$ cat src/assert_macros.svh
// assertion macros shared by the sorted list rtl
// no dependencies; included by files that carry concurrent checks
`ifndef ASSERT_MACROS_SVH
`define ASSERT_MACROS_SVH

// same-cycle implication
`define SLI_ASSERT_IMP(name, clk, rst, ante, cons) \
  name: assert property (@(posedge clk) disable iff (rst) (ante) |-> (cons)) \
    else $error("sorted list assertion failed");

// next-cycle implication
`define SLI_ASSERT_NEXT(name, clk, rst, ante, cons) \
  name: assert property (@(posedge clk) disable iff (rst) (ante) |=> (cons)) \
    else $error("sorted list assertion failed");

`endif

$ cat src/sli_pkg.sv
// types, codes and sizes for the sorted list insert/delete core
// no dependencies; used by the interfaces, the top level, the controller and the datapath
package sli_pkg;

  localparam int CAPACITY = 32;
  localparam int AW       = $clog2(CAPACITY);
  localparam int CW       = $clog2(CAPACITY + 1);
  localparam int VALUE_W  = 32;
  localparam int POS_W    = 5;

  typedef logic signed [VALUE_W-1:0] value_t;
  typedef logic [AW-1:0]             addr_t;
  typedef logic [CW-1:0]             count_t;
  typedef logic [POS_W-1:0]          pos_t;

  typedef enum logic [0:0] {
    KIND_INSERT = 1'b0,
    KIND_DELETE = 1'b1
  } kind_t;

  typedef enum logic [2:0] {
    ST_INSERTED  = 3'd0,
    ST_DELETED   = 3'd1,
    ST_EMPTY     = 3'd2,
    ST_NOT_FOUND = 3'd3,
    ST_FULL      = 3'd4
  } status_t;

  typedef enum logic [2:0] {
    S_IDLE,
    S_DISPATCH,
    S_INS_SCAN,
    S_INS_PUT,
    S_DEL_SCAN,
    S_DUMP_START,
    S_DUMP_OUT,
    S_REPORT
  } state_t;

  typedef enum logic [2:0] {
    PTR_HOLD,
    PTR_TOP,
    PTR_ZERO,
    PTR_INC,
    PTR_DEC
  } ptr_op_t;

  typedef enum logic [2:0] {
    WR_NONE,
    WR_SHIFT_UP,
    WR_PUT_ABOVE,
    WR_PUT_ZERO,
    WR_SHIFT_DOWN
  } wr_op_t;

  typedef enum logic [1:0] {
    CNT_HOLD,
    CNT_INC,
    CNT_DEC
  } cnt_op_t;

  typedef struct packed {
    logic    take;
    ptr_op_t ptr_op;
    logic    rd_en;
    wr_op_t  wr_op;
    cnt_op_t cnt_op;
    logic    found_clr;
    logic    found_track;
    logic    status_set;
    status_t status_val;
    logic    out_load_entry;
    logic    out_load_report;
  } cmd_t;

  typedef struct packed {
    logic  req_valid;
    kind_t kind;
    logic  count_zero;
    logic  count_full;
    logic  ptr_at_zero;
    logic  ptr_at_last;
    logic  cmp_ge;
    logic  cmp_eq;
    logic  found;
    logic  out_free;
  } sts_t;

endpackage

$ cat src/sli_ifs.sv
// request and response channel interfaces of the sorted list core
// depends on sli_pkg
interface sli_req_if;
  import sli_pkg::*;
  logic   valid;
  logic   ready;
  kind_t  kind;
  value_t operand_value;
  modport source (output valid, output kind, output operand_value, input ready);
  modport sink   (input valid, input kind, input operand_value, output ready);
endinterface

interface sli_rsp_if;
  import sli_pkg::*;
  logic    valid;
  logic    ready;
  status_t status;
  value_t  entry_value;
  pos_t    entry_position;
  logic    list_empty;
  logic    last_result;
  modport source (output valid, output status, output entry_value, output entry_position,
                  output list_empty, output last_result, input ready);
  modport sink   (input valid, input status, input entry_value, input entry_position,
                  input list_empty, input last_result, output ready);
endinterface

$ cat src/sorted_list_insert_delete_core.sv
// top level of the sorted list insert/delete core
// depends on sli_pkg, sli_ifs, sli_ctrl, sli_dp (and through it sli_ram)
//
//   channel  dir  payload                                             word
//   req      in   kind, operand_value                                 one operation
//   rsp      out  status, entry_value, entry_position, list_empty,    one listed entry
//                 last_result                                         or one status
//
// an operation on a list of n entries after it runs in order: accept, decode, a walk of
// the two-port table ram (insert walks down from the top shifting entries up, delete walks
// the whole list shifting entries down), a restart of the read, then the n words at one per
// cycle while rsp is not stalled; a full or empty rejection goes from decode straight to
// the status report, a delete of a missing value reports after walking the whole list
// synchronous reset empties the list at once, the table ram itself needs no clearing
// a stalled rsp holds the dump in place; req is taken again once the last word is queued
module sorted_list_insert_delete_core (
  input logic       clk,
  input logic       rst,
  sli_req_if.sink   req,
  sli_rsp_if.source rsp
);
  import sli_pkg::*;

  // command and status between sequencer and datapath
  cmd_t cmd;
  sts_t sts;

  // state machine: dispatch, table walk, dump of the list, status report
  sli_ctrl u_ctrl (
    .clk (clk),
    .rst (rst),
    .sts (sts),
    .cmd (cmd)
  );

  // table memory, walk pointer, entry count and output word register
  sli_dp u_dp (
    .clk (clk),
    .rst (rst),
    .req (req),
    .rsp (rsp),
    .cmd (cmd),
    .sts (sts)
  );

endmodule

$ cat src/sli_ram.sv
// generic single write port ram with registered read
// no dependencies
module sli_ram #(
  parameter int WIDTH = 32,
  parameter int DEPTH = 32
) (
  input  logic                     clk,
  input  logic                     we,
  input  logic [$clog2(DEPTH)-1:0] waddr,
  input  logic [WIDTH-1:0]         wdata,
  input  logic                     re,
  input  logic [$clog2(DEPTH)-1:0] raddr,
  output logic [WIDTH-1:0]         rdata
);

  logic [WIDTH-1:0] mem [DEPTH];

  always_ff @(posedge clk) begin
    if (we) begin
      mem[waddr] <= wdata;
    end
    if (re) begin
      rdata <= mem[raddr];
    end
  end

endmodule

$ cat src/sli_ctrl.sv
// controller state machine of the sorted list core
// depends on sli_pkg and assert_macros.svh
`include "assert_macros.svh"

module sli_ctrl (
  input  logic          clk,
  input  logic          rst,
  input  sli_pkg::sts_t sts,
  output sli_pkg::cmd_t cmd
);
  import sli_pkg::*;

  state_t state, state_next;

  always_ff @(posedge clk) begin
    if (rst) begin
      state <= S_IDLE;
    end else begin
      state <= state_next;
    end
  end

  always_comb begin
    state_next          = state;
    cmd                 = '0;
    cmd.ptr_op          = PTR_HOLD;
    cmd.wr_op           = WR_NONE;
    cmd.cnt_op          = CNT_HOLD;
    cmd.status_val      = ST_INSERTED;
    unique case (state)
      S_IDLE: begin
        cmd.take = 1'b1;
        if (sts.req_valid) begin
          state_next = S_DISPATCH;
        end
      end
      S_DISPATCH: begin
        cmd.status_set = 1'b1;
        if (sts.kind == KIND_INSERT) begin
          if (sts.count_full) begin
            cmd.status_val = ST_FULL;
            state_next     = S_REPORT;
          end else if (sts.count_zero) begin
            cmd.status_val = ST_INSERTED;
            state_next     = S_INS_PUT;
          end else begin
            cmd.status_val = ST_INSERTED;
            cmd.ptr_op     = PTR_TOP;
            cmd.rd_en      = 1'b1;
            state_next     = S_INS_SCAN;
          end
        end else begin
          if (sts.count_zero) begin
            cmd.status_val = ST_EMPTY;
            state_next     = S_REPORT;
          end else begin
            cmd.status_val = ST_DELETED;
            cmd.ptr_op     = PTR_ZERO;
            cmd.rd_en      = 1'b1;
            cmd.found_clr  = 1'b1;
            state_next     = S_DEL_SCAN;
          end
        end
      end
      S_INS_SCAN: begin
        if (sts.cmp_ge) begin
          cmd.wr_op = WR_SHIFT_UP;
          if (sts.ptr_at_zero) begin
            state_next = S_INS_PUT;
          end else begin
            cmd.ptr_op = PTR_DEC;
            cmd.rd_en  = 1'b1;
          end
        end else begin
          cmd.wr_op  = WR_PUT_ABOVE;
          cmd.cnt_op = CNT_INC;
          state_next = S_DUMP_START;
        end
      end
      S_INS_PUT: begin
        cmd.wr_op  = WR_PUT_ZERO;
        cmd.cnt_op = CNT_INC;
        state_next = S_DUMP_START;
      end
      S_DEL_SCAN: begin
        cmd.found_track = 1'b1;
        if (sts.found) begin
          cmd.wr_op = WR_SHIFT_DOWN;
        end
        if (sts.ptr_at_last) begin
          if (sts.found || sts.cmp_eq) begin
            cmd.cnt_op = CNT_DEC;
            state_next = S_DUMP_START;
          end else begin
            cmd.status_set = 1'b1;
            cmd.status_val = ST_NOT_FOUND;
            state_next     = S_REPORT;
          end
        end else begin
          cmd.ptr_op = PTR_INC;
          cmd.rd_en  = 1'b1;
        end
      end
      S_DUMP_START: begin
        if (sts.count_zero) begin
          state_next = S_REPORT;
        end else begin
          cmd.ptr_op = PTR_ZERO;
          cmd.rd_en  = 1'b1;
          state_next = S_DUMP_OUT;
        end
      end
      S_DUMP_OUT: begin
        if (sts.out_free) begin
          cmd.out_load_entry = 1'b1;
          if (sts.ptr_at_last) begin
            state_next = S_IDLE;
          end else begin
            cmd.ptr_op = PTR_INC;
            cmd.rd_en  = 1'b1;
          end
        end
      end
      S_REPORT: begin
        if (sts.out_free) begin
          cmd.out_load_report = 1'b1;
          state_next          = S_IDLE;
        end
      end
      default: begin
        state_next = S_IDLE;
      end
    endcase
  end

  `SLI_ASSERT_IMP(a_walk_needs_entries, clk, rst,
    state == S_INS_SCAN || state == S_DEL_SCAN || state == S_DUMP_OUT, !sts.count_zero)
  `SLI_ASSERT_IMP(a_load_only_when_free, clk, rst,
    cmd.out_load_entry || cmd.out_load_report, sts.out_free)

endmodule

$ cat src/sli_dp.sv
// datapath of the sorted list core: table ram, pointer, count, output word
// depends on sli_pkg, sli_ifs, sli_ram and assert_macros.svh
`include "assert_macros.svh"

module sli_dp (
  input  logic          clk,
  input  logic          rst,
  sli_req_if.sink       req,
  sli_rsp_if.source     rsp,
  input  sli_pkg::cmd_t cmd,
  output sli_pkg::sts_t sts
);
  import sli_pkg::*;

  kind_t   kind;
  value_t  operand;
  count_t  count;
  addr_t   ptr, ptr_next;
  logic    found;
  status_t status_reg;

  logic    we;
  addr_t   waddr;
  value_t  wdata;
  logic [VALUE_W-1:0] rdata_raw;
  value_t  rdata;

  logic    out_valid;
  status_t out_status;
  value_t  out_value;
  pos_t    out_pos;
  logic    out_empty;
  logic    out_last;

  assign req.ready = cmd.take;
  assign rdata     = value_t'(rdata_raw);

  // item latch
  always_ff @(posedge clk) begin
    if (req.valid && req.ready) begin
      kind    <= req.kind;
      operand <= req.operand_value;
    end
  end

  // walk pointer; its next value is the read address
  always_comb begin
    case (cmd.ptr_op)
      PTR_TOP:  ptr_next = AW'(count - 1'b1);
      PTR_ZERO: ptr_next = '0;
      PTR_INC:  ptr_next = ptr + 1'b1;
      PTR_DEC:  ptr_next = ptr - 1'b1;
      default:  ptr_next = ptr;
    endcase
  end

  always_ff @(posedge clk) begin
    ptr <= ptr_next;
    if (cmd.status_set) begin
      status_reg <= cmd.status_val;
    end
    if (cmd.found_clr) begin
      found <= 1'b0;
    end else if (cmd.found_track) begin
      found <= found | sts.cmp_eq;
    end
  end

  always_ff @(posedge clk) begin
    if (rst) begin
      count <= '0;
    end else begin
      case (cmd.cnt_op)
        CNT_INC: count <= count + 1'b1;
        CNT_DEC: count <= count - 1'b1;
        default: count <= count;
      endcase
    end
  end

  // table writes
  always_comb begin
    we    = (cmd.wr_op != WR_NONE);
    waddr = '0;
    wdata = operand;
    case (cmd.wr_op)
      WR_SHIFT_UP: begin
        waddr = ptr + 1'b1;
        wdata = rdata;
      end
      WR_PUT_ABOVE: begin
        waddr = ptr + 1'b1;
      end
      WR_SHIFT_DOWN: begin
        waddr = ptr - 1'b1;
        wdata = rdata;
      end
      default: begin
        waddr = '0;
      end
    endcase
  end

  sli_ram #(
    .WIDTH (VALUE_W),
    .DEPTH (CAPACITY)
  ) u_table (
    .clk   (clk),
    .we    (we),
    .waddr (waddr),
    .wdata (wdata),
    .re    (cmd.rd_en),
    .raddr (ptr_next),
    .rdata (rdata_raw)
  );

  // output word register
  always_ff @(posedge clk) begin
    if (rst) begin
      out_valid <= 1'b0;
    end else if (cmd.out_load_entry || cmd.out_load_report) begin
      out_valid <= 1'b1;
    end else if (rsp.ready) begin
      out_valid <= 1'b0;
    end
  end

  always_ff @(posedge clk) begin
    if (cmd.out_load_entry) begin
      out_status <= status_reg;
      out_value  <= rdata;
      out_pos    <= POS_W'(ptr);
      out_empty  <= 1'b0;
      out_last   <= sts.ptr_at_last;
    end else if (cmd.out_load_report) begin
      out_status <= status_reg;
      out_value  <= '0;
      out_pos    <= '0;
      out_empty  <= sts.count_zero;
      out_last   <= 1'b1;
    end
  end

  assign rsp.valid          = out_valid;
  assign rsp.status         = out_status;
  assign rsp.entry_value    = out_value;
  assign rsp.entry_position = out_pos;
  assign rsp.list_empty     = out_empty;
  assign rsp.last_result    = out_last;

  // status toward the controller
  assign sts.req_valid   = req.valid;
  assign sts.kind        = kind;
  assign sts.count_zero  = (count == '0);
  assign sts.count_full  = (count == CW'(CAPACITY));
  assign sts.ptr_at_zero = (ptr == '0);
  assign sts.ptr_at_last = ((CW'(ptr) + 1'b1) == count);
  assign sts.cmp_ge      = (rdata >= operand);
  assign sts.cmp_eq      = (rdata == operand);
  assign sts.found       = found;
  assign sts.out_free    = !out_valid || rsp.ready;

  `SLI_ASSERT_IMP(a_write_within_list, clk, rst, we, CW'(waddr) <= count)
  `SLI_ASSERT_NEXT(a_count_no_wrap, clk, rst, cmd.cnt_op == CNT_INC, count != '0)

endmodule
$ cat src/flat_wrapper.sv
// flat-port wrapper written by rule: the top's interface ports become plain ports
module sorted_list_insert_delete_core_flat import sli_pkg::*;
  (clk, rst, req_valid, req_kind, req_operand_value, req_ready, rsp_valid, rsp_status, rsp_entry_value, rsp_entry_position, rsp_list_empty, rsp_last_result, rsp_ready);
  sli_req_if req_i ();
  sli_rsp_if rsp_i ();
  input logic clk;
  input logic rst;
  input wire logic [$bits(req_i.valid)-1:0] req_valid;
  input wire logic [$bits(req_i.kind)-1:0] req_kind;
  input wire logic [$bits(req_i.operand_value)-1:0] req_operand_value;
  output wire logic [$bits(req_i.ready)-1:0] req_ready;
  output wire logic [$bits(rsp_i.valid)-1:0] rsp_valid;
  output wire logic [$bits(rsp_i.status)-1:0] rsp_status;
  output wire logic [$bits(rsp_i.entry_value)-1:0] rsp_entry_value;
  output wire logic [$bits(rsp_i.entry_position)-1:0] rsp_entry_position;
  output wire logic [$bits(rsp_i.list_empty)-1:0] rsp_list_empty;
  output wire logic [$bits(rsp_i.last_result)-1:0] rsp_last_result;
  input wire logic [$bits(rsp_i.ready)-1:0] rsp_ready;
  assign req_i.valid = req_valid;
  assign req_i.kind = req_kind;
  assign req_i.operand_value = req_operand_value;
  assign req_ready = req_i.ready;
  assign rsp_valid = rsp_i.valid;
  assign rsp_status = rsp_i.status;
  assign rsp_entry_value = rsp_i.entry_value;
  assign rsp_entry_position = rsp_i.entry_position;
  assign rsp_list_empty = rsp_i.list_empty;
  assign rsp_last_result = rsp_i.last_result;
  assign rsp_i.ready = rsp_ready;
  sorted_list_insert_delete_core u_core (.clk(clk), .rst(rst), .req(req_i), .rsp(rsp_i));
endmodule
$ cat config.mk
export PLATFORM = sky130hd
export DESIGN_NAME = sorted_list_insert_delete_core_flat
export DESIGN_NICKNAME = d
export VERILOG_FILES = /design/src/sli_pkg.sv /design/src/sli_ifs.sv /design/src/sorted_list_insert_delete_core.sv /design/src/sli_ram.sv /design/src/sli_ctrl.sv /design/src/sli_dp.sv /design/src/flat_wrapper.sv
export VERILOG_INCLUDE_DIRS = /design/src /design/src/src
export SDC_FILE = /design/constraint.sdc
export NUM_CORES = 1
export LEC_CHECK = 0
export BUFFER_PORTS_ARGS = -buffer_cell sky130_fd_sc_hd__buf_2
export CAP_MARGIN = 20
export CORE_MARGIN = 8
export CORE_UTILIZATION = 31
export CTS_CLUSTER_SIZE = 40
export DETAILED_ROUTE_END_ITERATION = 7
export MAX_ROUTING_LAYER = met4
export PLACE_DENSITY = 0.5
export SLEW_MARGIN = 20
export SYNTH_ARGS = -nofsm -noshare
export SYNTH_HDL_FRONTEND = slang
export SYNTH_HIERARCHICAL = 1
export SYNTH_SLANG_ARGS = --single-unit
$ cat constraint.sdc
create_clock -name clk -period 8.7 [get_ports clk]
set_clock_uncertainty 0.2 [all_clocks]
set_input_delay 0.87 -clock clk [delete_from_list [all_inputs] [get_ports clk]]
set_output_delay 0.87 -clock clk [all_outputs]
set_load 0.01 [all_outputs]
==> results of run 1 <==
==> power groups by stage <==
stage,Combinational [W],Sequential (W),Clock [W]
2_1_floorplan,0.00609,0.00769,0
3_3_place_gp,0.0100,0.00776,0
3_5_place_dp,0.0100,0.00776,0
4_1_cts,0.0101,0.00765,0.00507
5_1_grt,0.0106,0.00769,0.00528
6_report,0.0100,0.00765,0.00496
==> metrics by stage <==
step / util [%] / cell area [um2] / instances
2_1_floorplan: - / 46210 / 2805
3_3_place_gp: 33.46 / 49460 / 4739
3_5_place_dp: 33.61 / 49680 / 4750
4_1_cts: 36.15 / 53450 / 4967
5_1_grt: 36.16 / 53460 / 4970
6_report: 36.16 / 53460 / 4970
==> layout make-up <==
type	count	area share [%]
diodes	3	0.01404
clock buffers	141	5.819
clock inverters	76	1.229
inverters	46	0.3230
multi-input cells	1447	21.21
flip-flops and latches	1150	64.28
well taps	1930	4.517
repair buffers	177	2.603
==> worst paths after layout <==
check,from,endpoint,slack (ns),depth (start not counted)
min reg2reg,u_core/u_dp/status_reg[1]$_DFFE_PP_,u_core/u_dp/rsp.status[1]$_DFFE_PP_,0.22,0
max reg2reg,u_core/u_dp/u_table/rdata[15]$_DFFE_PP_,u_core/u_dp/u_table/rdata[8]$_DFFE_PP_,1.65,18
max,u_core/u_dp/u_table/rdata[15]$_DFFE_PP_,u_core/u_dp/u_table/rdata[8]$_DFFE_PP_,1.65,18
min,req_operand_value[21],u_core/u_dp/operand[21]$_DFFE_PP_,0.09,1
==> Yosys cell counts (42+ instances only) <==
cell | count | share of area (%)
sky130_fd_sc_hd__a21oi_1 | 121 | 1.3
sky130_fd_sc_hd__a22o_1 | 65 | 1.2
sky130_fd_sc_hd__a22oi_1 | 98 | 1.6
sky130_fd_sc_hd__and2_1 | 42 | 0.57
sky130_fd_sc_hd__clkbuf_1 | 63 | 0.51
sky130_fd_sc_hd__edfxtp_1 | 1133 | 74
sky130_fd_sc_hd__inv_1 | 46 | 0.37
sky130_fd_sc_hd__mux2i_1 | 516 | 11
sky130_fd_sc_hd__nand2_1 | 149 | 1.2
sky130_fd_sc_hd__nand3_1 | 109 | 1.2
sky130_fd_sc_hd__nor2_1 | 66 | 0.54
sky130_fd_sc_hd__o21ai_0 | 44 | 0.48
==> routing by layer <==
metal | vias to the layer above | global-route usage [%] | wire length (um)
met2 | 788 | 24.90 | 60400
met1 | 13020 | 22.54 | 60440
met5 | - | - | 0
li1 | 11240 | - | -
met4 | 0 | 3.749 | 3106
met3 | 169 | 3.121 | 8293
==> cell families (layout without fill, tap and decap cells) <==
| group | count (synthesis) | count (layout) | synth area share, % |
|---|---|---|---|
| xor+xnor | 21 | 21 | 0.3981 |
| compound gates | 395 | 395 | 5.638 |
| fa+ha+maj | 38 | 38 | 1.029 |
| mux | 517 | 517 | 11.20 |
| simple gates | 476 | 476 | 4.980 |
| flops | 1150 | 1150 | 74.37 |
| other cells | 0 | 3 | 0 |
| buf+inv | 208 | 440 | 2.383 |
==> metrics.txt, run 1 <==
# TYPE chip_impl_metric gauge
chip_impl_metric{name="clk_pin_slew",unit="ns"} 0.06
chip_impl_metric{name="setup-tns-final",unit="ns"} 0
chip_impl_metric{name="synthesis.nets",unit=""} 2880
chip_impl_metric{name="initial_core_utilization",unit="%"} 31.25
chip_impl_metric{name="max-cap-violations",unit=""} 0
chip_impl_info{name="cp-end-kind",value="flip-flop"} 1
chip_impl_metric{name="synth_area_per_cell",unit="um2"} 16.47
chip_impl_metric{name="grt_max_degree",unit=""} 79
chip_impl_metric{name="internal_power",unit="W"} 0.01331
chip_impl_metric{name="worst_path_largest_cell_delay",unit="ns"} 0.80
chip_impl_metric{name="row_count",unit=""} 141
chip_impl_info{name="critical_path.slowest_cell",value="sky130_fd_sc_hd__nor2b_4"} 1
chip_impl_metric{name="area_enclosed_by_the_die_boundary",unit="um2"} 161700
chip_impl_info{name="run_status",value="finished, final reports clean"} 1
chip_impl_metric{name="routabilityCongestion",unit=""} 0.7851
chip_impl_metric{name="cts-htree-levels",unit=""} 3
chip_impl_metric{name="routed_wire_length_per_instance",unit="um"} 26.61
chip_impl_metric{name="async_flop_share",unit="%"} 0
chip_impl_metric{name="mappedNetlistArea",unit="um2"} 46210
chip_impl_metric{name="synthToLayoutAreaGrowth",unit="%"} 15.69
chip_impl_metric{name="total_switching_power",unit="W"} 0.009305
chip_impl_metric{name="ant_nets",unit=""} 0
chip_impl_metric{name="max-clock-path-buffers",unit=""} 3
chip_impl_metric{name="slew_at_the_pin_closest_to_its_max_slew_limit",unit="ns"} 1.165
chip_impl_metric{name="globalRouteOverflowTotal",unit=""} 0
chip_impl_metric{name="synth_seq_area_share",unit="%"} 74.37
chip_impl_metric{name="grt_pass1_vias",unit=""} 24700
chip_impl_metric{name="grt_first_pass_wirelength",unit="um"} 187300
chip_impl_metric{name="clock_insertion_delay_worst_skew",unit="ns"} 0.76
chip_impl_metric{name="netlist-cell-type-count",unit=""} 55
chip_impl_info{name="layout_commonest_cell",value="sky130_fd_sc_hd__edfxtp_1"} 1
chip_impl_info{name="rsz0062_at_grt",value="no"} 1
chip_impl_metric{name="post_route_cells_drive_above_1_share",unit="%"} 13.83
chip_impl_info{name="tritoncts",value="yes"} 1
chip_impl_metric{name="tritoncts_num_sinks",unit=""} 1150
chip_impl_metric{name="final-setup-viol-count",unit=""} 0
chip_impl_info{name="category_of_the_critical_setup_timing_path",value="flip-flop to flip-flop"} 1
chip_impl_metric{name="drt_wl_total",unit="um"} 132200
chip_impl_metric{name="cts-buffers-inserted",unit=""} 119
chip_impl_metric{name="dr.pass1.iters",unit=""} 5
chip_impl_metric{name="io_pins",unit=""} 81
chip_impl_metric{name="critical_path_required",unit="ns"} 8.88
chip_impl_metric{name="whs",unit="ns"} 0.08674
chip_impl_info{name="regMostFlops",value="u_core/u_dp/u_table/mem"} 1
chip_impl_metric{name="cellLeakagePower",unit="nW"} 18.79
chip_impl_metric{name="timing.final.hold_violations",unit=""} 0
chip_impl_metric{name="cts-resized-gates",unit=""} 0
chip_impl_metric{name="place_hpwl",unit="um"} 81260
chip_impl_metric{name="count_of_flip_flops_with_a_built_in_enable_after_synthesis",unit=""} 1133
chip_impl_metric{name="timing_max_transition_violations_final",unit=""} 0
chip_impl_metric{name="dpl_worst_slack",unit="ns"} 1.635
chip_impl_metric{name="port-buffer-count",unit=""} 80
chip_impl_info{name="cp_cell_sequence",value="ha_1, nand4_1, or4_1, o22ai_1, a211oi_1, o211ai_1, nor2b_1, nor3b_1, buf_4, nor2_1, a211oi_1, a21oi_1, o221ai_1, nor2b_4, buf_4, a22oi_1, a31oi_1, nand3_1"} 1
chip_impl_info{name="yosys_most_used_dff",value="sky130_fd_sc_hd__edfxtp_1"} 1
chip_impl_info{name="critPathTopFamily",value="simple AND/OR/NAND/NOR gates"} 1
chip_impl_info{name="layout_common_cells",value="1133 x sky130_fd_sc_hd__edfxtp_1, 516 x sky130_fd_sc_hd__mux2i_1, 148 x sky130_fd_sc_hd__nand2_1"} 1
chip_impl_metric{name="switching_share",unit="%"} 41.15
chip_impl_metric{name="pwr_density_cell",unit="nW/um2"} 423.0
chip_impl_metric{name="grt_util_all_layers",unit="%"} 16.28
chip_impl_metric{name="total_number_of_vias",unit=""} 25210
chip_impl_metric{name="maxSlewHeadroom",unit="%"} 22.04
chip_impl_metric{name="power.clock.fraction",unit="%"} 21.9
chip_impl_metric{name="via_density_per_instance",unit=""} 5.072
chip_impl_metric{name="syn_inst",unit=""} 2805
chip_impl_metric{name="critPathMaxFanout",unit=""} 31
chip_impl_metric{name="ir_worst_vdd",unit="V"} 0.0002396
chip_impl_metric{name="fillerInstances",unit=""} 13860
chip_impl_metric{name="largest_reg_flops",unit=""} 1024
chip_impl_metric{name="num-nets-final",unit=""} 3016
chip_impl_metric{name="worst_slack",unit="ns"} 1.647
chip_impl_metric{name="route.detailed.drc",unit=""} 0
chip_impl_metric{name="p_total",unit="W"} 0.02261
chip_impl_metric{name="postCtsHoldBufs",unit=""} 0
chip_impl_metric{name="ys_ff_latch",unit=""} 1150
chip_impl_metric{name="post-route-period-util",unit="%"} 81.07
chip_impl_metric{name="final_period_minus_worst_setup_slack",unit="ns"} 7.053
chip_impl_metric{name="dieWidth",unit="um"} 402.1
chip_impl_metric{name="area.sequential",unit="um2"} 34360
chip_impl_metric{name="first_iter_violations",unit=""} 2169
chip_impl_metric{name="number_of_warnings_issued_by_yosys",unit=""} 6
chip_impl_metric{name="sequentialPowerShare",unit="%"} 33.8
chip_impl_metric{name="worstPathBufferInverterCount",unit=""} 2
chip_impl_metric{name="cp_data_arrival_time",unit="ns"} 7.24
chip_impl_info{name="hold_class",value="input port to flip-flop"} 1
chip_impl_metric{name="multi_input_combinational_cell_area",unit="um2"} 11340
chip_impl_info{name="clock-root-buffer",value="sky130_fd_sc_hd__clkbuf_16"} 1
chip_impl_metric{name="chip_height",unit="um"} 402.1
chip_impl_metric{name="power.combinational.fraction",unit="%"} 44.2
chip_impl_info{name="worstSetupStartpointType",value="flip-flop"} 1
chip_impl_metric{name="floorplan.core_area",unit="um2"} 147800
chip_impl_metric{name="max_freq",unit="GHz"} 0.1418
chip_impl_metric{name="cts_post_setup_buffers_inserted",unit=""} 0
chip_impl_metric{name="grt_antenna_before_repair",unit=""} 5
Power figures use the tool's default switching activity.
==> inputs of run 2 (changes only) <==
- PLACE_DENSITY: 0.5 -> 0.52
- clock period: 8.7 -> 6.1 ns (I/O delays scaled with it)
==> run 2 against run 1 <==
Effect of this change:
- critical path depth increased by 1
- sequential power is 42% higher
- worst setup slack got worse by 1.4 ns
- fmax increased by 20%
- largest power group unchanged
- critical path type unchanged
- register-to-register slack worse by 1.4 ns
- flip-flop and latch count is the same
==> metrics.txt, run 2 (synthesis gave the netlist of run 1 again) <==
# TYPE chip_impl_metric gauge
chip_impl_metric{name="dieWidth",unit="um"} 402.1
chip_impl_info{name="critical_path.slowest_cell",value="sky130_fd_sc_hd__or4_1"} 1
chip_impl_metric{name="grt_util_all_layers",unit="%"} 16.29
chip_impl_metric{name="clk_pin_slew",unit="ns"} 0.06
chip_impl_metric{name="num-nets-final",unit=""} 3218
chip_impl_metric{name="drt_wl_total",unit="um"} 132100
chip_impl_info{name="cp_cell_sequence",value="ha_1, nand4_1, or4_1, or3_1, o211ai_1, nor2b_1, nor3b_2, buf_12, inv_1, mux2i_1, a221oi_4, buf_12, buf_12, buf_12, mux2i_1, a22o_1, nor3_1, a31oi_1, nand3_1"} 1
chip_impl_metric{name="critPathMaxFanout",unit=""} 26
chip_impl_metric{name="globalRouteOverflowTotal",unit=""} 0
chip_impl_metric{name="internal_power",unit="W"} 0.02016
chip_impl_metric{name="sequentialPowerShare",unit="%"} 33.5
chip_impl_metric{name="tritoncts_num_sinks",unit=""} 1150
chip_impl_metric{name="routabilityCongestion",unit=""} 0.8051
chip_impl_metric{name="first_iter_violations",unit=""} 2270
chip_impl_metric{name="grt_pass1_vias",unit=""} 26040
chip_impl_metric{name="largest_reg_flops",unit=""} 1024
chip_impl_metric{name="row_count",unit=""} 141
chip_impl_info{name="cp-end-kind",value="flip-flop"} 1
chip_impl_metric{name="cellLeakagePower",unit="nW"} 19.86
chip_impl_info{name="tritoncts",value="yes"} 1
chip_impl_metric{name="place_hpwl",unit="um"} 80820
chip_impl_metric{name="critical_path_required",unit="ns"} 6.29
chip_impl_metric{name="floorplan.core_area",unit="um2"} 147800
chip_impl_metric{name="dr.pass1.iters",unit=""} 6
chip_impl_info{name="regMostFlops",value="u_core/u_dp/u_table/mem"} 1
chip_impl_metric{name="max-cap-violations",unit=""} 0
chip_impl_metric{name="port-buffer-count",unit=""} 80
chip_impl_metric{name="final-setup-viol-count",unit=""} 0
chip_impl_metric{name="final_util",unit="%"} 37.55
chip_impl_metric{name="placed_cells_incl_taps",unit=""} 4923
chip_impl_metric{name="cts-buffers-inserted",unit=""} 113
chip_impl_metric{name="ant_nets",unit=""} 0
chip_impl_info{name="cpMostUsedCell",value="sky130_fd_sc_hd__buf_12"} 1
chip_impl_metric{name="timing_max_transition_violations_final",unit=""} 0
chip_impl_metric{name="clock_insertion_delay_worst_skew",unit="ns"} 0.74
chip_impl_metric{name="grt_first_pass_wirelength",unit="um"} 188300
chip_impl_metric{name="max_freq",unit="GHz"} 0.1707
chip_impl_metric{name="post-route-period-util",unit="%"} 96.02
chip_impl_metric{name="total_number_of_vias",unit=""} 26060
chip_impl_metric{name="cts-htree-levels",unit=""} 3
chip_impl_metric{name="fillerInstances",unit=""} 13690
chip_impl_metric{name="synthToLayoutAreaGrowth",unit="%"} 20.14
chip_impl_metric{name="initial_core_utilization",unit="%"} 31.25
chip_impl_info{name="worstSetupStartpointType",value="flip-flop"} 1
chip_impl_metric{name="stdcell_count",unit=""} 5170
chip_impl_metric{name="io_pins",unit=""} 81
chip_impl_metric{name="pwr_density_cell",unit="nW/um2"} 587.3
chip_impl_metric{name="post_place_cell_area",unit="um2"} 51640
chip_impl_info{name="layout_common_cells",value="1133 x sky130_fd_sc_hd__edfxtp_1, 516 x sky130_fd_sc_hd__mux2i_1, 183 x sky130_fd_sc_hd__buf_4"} 1
chip_impl_metric{name="timing.final.hold_violations",unit=""} 0
chip_impl_info{name="critPathTopFamily",value="simple AND/OR/NAND/NOR gates"} 1
chip_impl_metric{name="final_period_minus_worst_setup_slack",unit="ns"} 5.857
chip_impl_metric{name="worst_path_largest_cell_delay",unit="ns"} 0.76
chip_impl_metric{name="grt_antenna_before_repair",unit=""} 3
chip_impl_info{name="layout_commonest_cell",value="sky130_fd_sc_hd__edfxtp_1"} 1
chip_impl_metric{name="worstPathBufferInverterCount",unit=""} 5
chip_impl_metric{name="total_switching_power",unit="W"} 0.01244
chip_impl_metric{name="routed_wire_length_per_instance",unit="um"} 25.54
chip_impl_metric{name="maxSlewHeadroom",unit="%"} 32.60
chip_impl_info{name="hold_class",value="input port to flip-flop"} 1
chip_impl_metric{name="power.clock.fraction",unit="%"} 20.5
chip_impl_metric{name="switching_share",unit="%"} 38.17
chip_impl_metric{name="slew_at_the_pin_closest_to_its_max_slew_limit",unit="ns"} 1.011
chip_impl_metric{name="post_route_cells_drive_above_1_share",unit="%"} 17.88
chip_impl_metric{name="via_density_per_instance",unit=""} 5.041
chip_impl_info{name="clock-root-buffer",value="sky130_fd_sc_hd__clkbuf_16"} 1
chip_impl_metric{name="grt_max_degree",unit=""} 45
chip_impl_info{name="category_of_the_critical_setup_timing_path",value="flip-flop to flip-flop"} 1
chip_impl_info{name="rsz0062_at_grt",value="no"} 1
chip_impl_metric{name="cp_data_arrival_time",unit="ns"} 6.05
chip_impl_metric{name="final_cell_area",unit="um2"} 55510
chip_impl_info{name="run_status",value="finished, final reports clean"} 1
chip_impl_metric{name="ir_worst_vdd",unit="V"} 0.0004813
chip_impl_metric{name="chip_height",unit="um"} 402.1
chip_impl_metric{name="route.detailed.drc",unit=""} 0
chip_impl_metric{name="max-clock-path-buffers",unit=""} 3
chip_impl_metric{name="area_enclosed_by_the_die_boundary",unit="um2"} 161700
chip_impl_metric{name="power.combinational.fraction",unit="%"} 46.0
run 2: final timing paths:
check	start	to	slack, ns	cells after the start
setup / recovery	u_core/u_dp/u_table/rdata[31]$_DFFE_PP_	u_core/u_dp/u_table/rdata[19]$_DFFE_PP_	0.24	19
hold / removal	rsp_ready	u_core/u_dp/rsp.valid$_SDFFE_PP0P_	0.10	3
setup reg to reg	u_core/u_dp/u_table/rdata[31]$_DFFE_PP_	u_core/u_dp/u_table/rdata[19]$_DFFE_PP_	0.24	19
hold reg to reg	u_core/u_dp/status_reg[2]$_DFFE_PP_	u_core/u_dp/rsp.status[2]$_DFFE_PP_	0.23	0
run 2: power by group through the flow:
stage	Clock, W	Sequential, W	Combinational, W
6_report	0.00669	0.0109	0.0150
5_1_grt	0.00714	0.0110	0.0159
4_1_cts	0.00685	0.0109	0.0151
3_5_place_dp	0	0.0111	0.0150
3_3_place_gp	0	0.0111	0.0149
2_1_floorplan	0	0.0110	0.00868
run 2: worst register-to-register path: cells and delay by family (launching register included):
| family | cells | cell delay [ns] |
|---|---|---|
| muxes | 2 | 0.36 |
| adders and majority gates | 1 | 0.41 |
| and+or+nand+nor | 7 | 2.19 |
| DFF | 1 | 0.55 |
| buffers and inverters | 5 | 0.97 |
| AOI/OAI and AO/OA | 4 | 0.86 |
run 2: repair_timing:
item / CTS / global route
setup buffers: 0 / 1
hold buffers: 34 / 0
gates resized for setup: 0 / 1
endpoints found under the hold margin: 42 / 0
endpoints found under the setup margin: 0 / 7
run 2: final cells by class:
cell class | count | area [um2] | area share (%)
multi-input cells | 1447 | 11160 | 20.11
well taps | 1930 | 2415 | 4.350
clock inverters | 70 | 559.3 | 1.007
clock buffers | 141 | 2954 | 5.321
diodes | 1 | 2.502 | 0.004508
flip-flops and latches | 1150 | 34360 | 61.90
inverters | 46 | 173.9 | 0.3133
repair buffers | 385 | 3884 | 6.996
run 2: metal layers:
metal / wire length, um / global-route usage, %
met5: 0 / -
met4: 3572 / 4.783
met3: 7044 / 2.716
met2: 62310 / 25.70
met1: 59130 / 21.72
run 2: metrics by stage:
step	power (W)	TNS, ns	setup WS (ns)	hold WS (ns)
global route	0.03404	0	0.06023	0.07960
detailed placement	0.02606	0	0.09453	0.2165
global placement	0.02598	-3.197	-0.3549	0.2104
finish	0.03260	0	0.2431	0.1008
floorplan	0.01965	0	0.6826	0.2003
CTS	0.03281	0	0.08339	0.03893
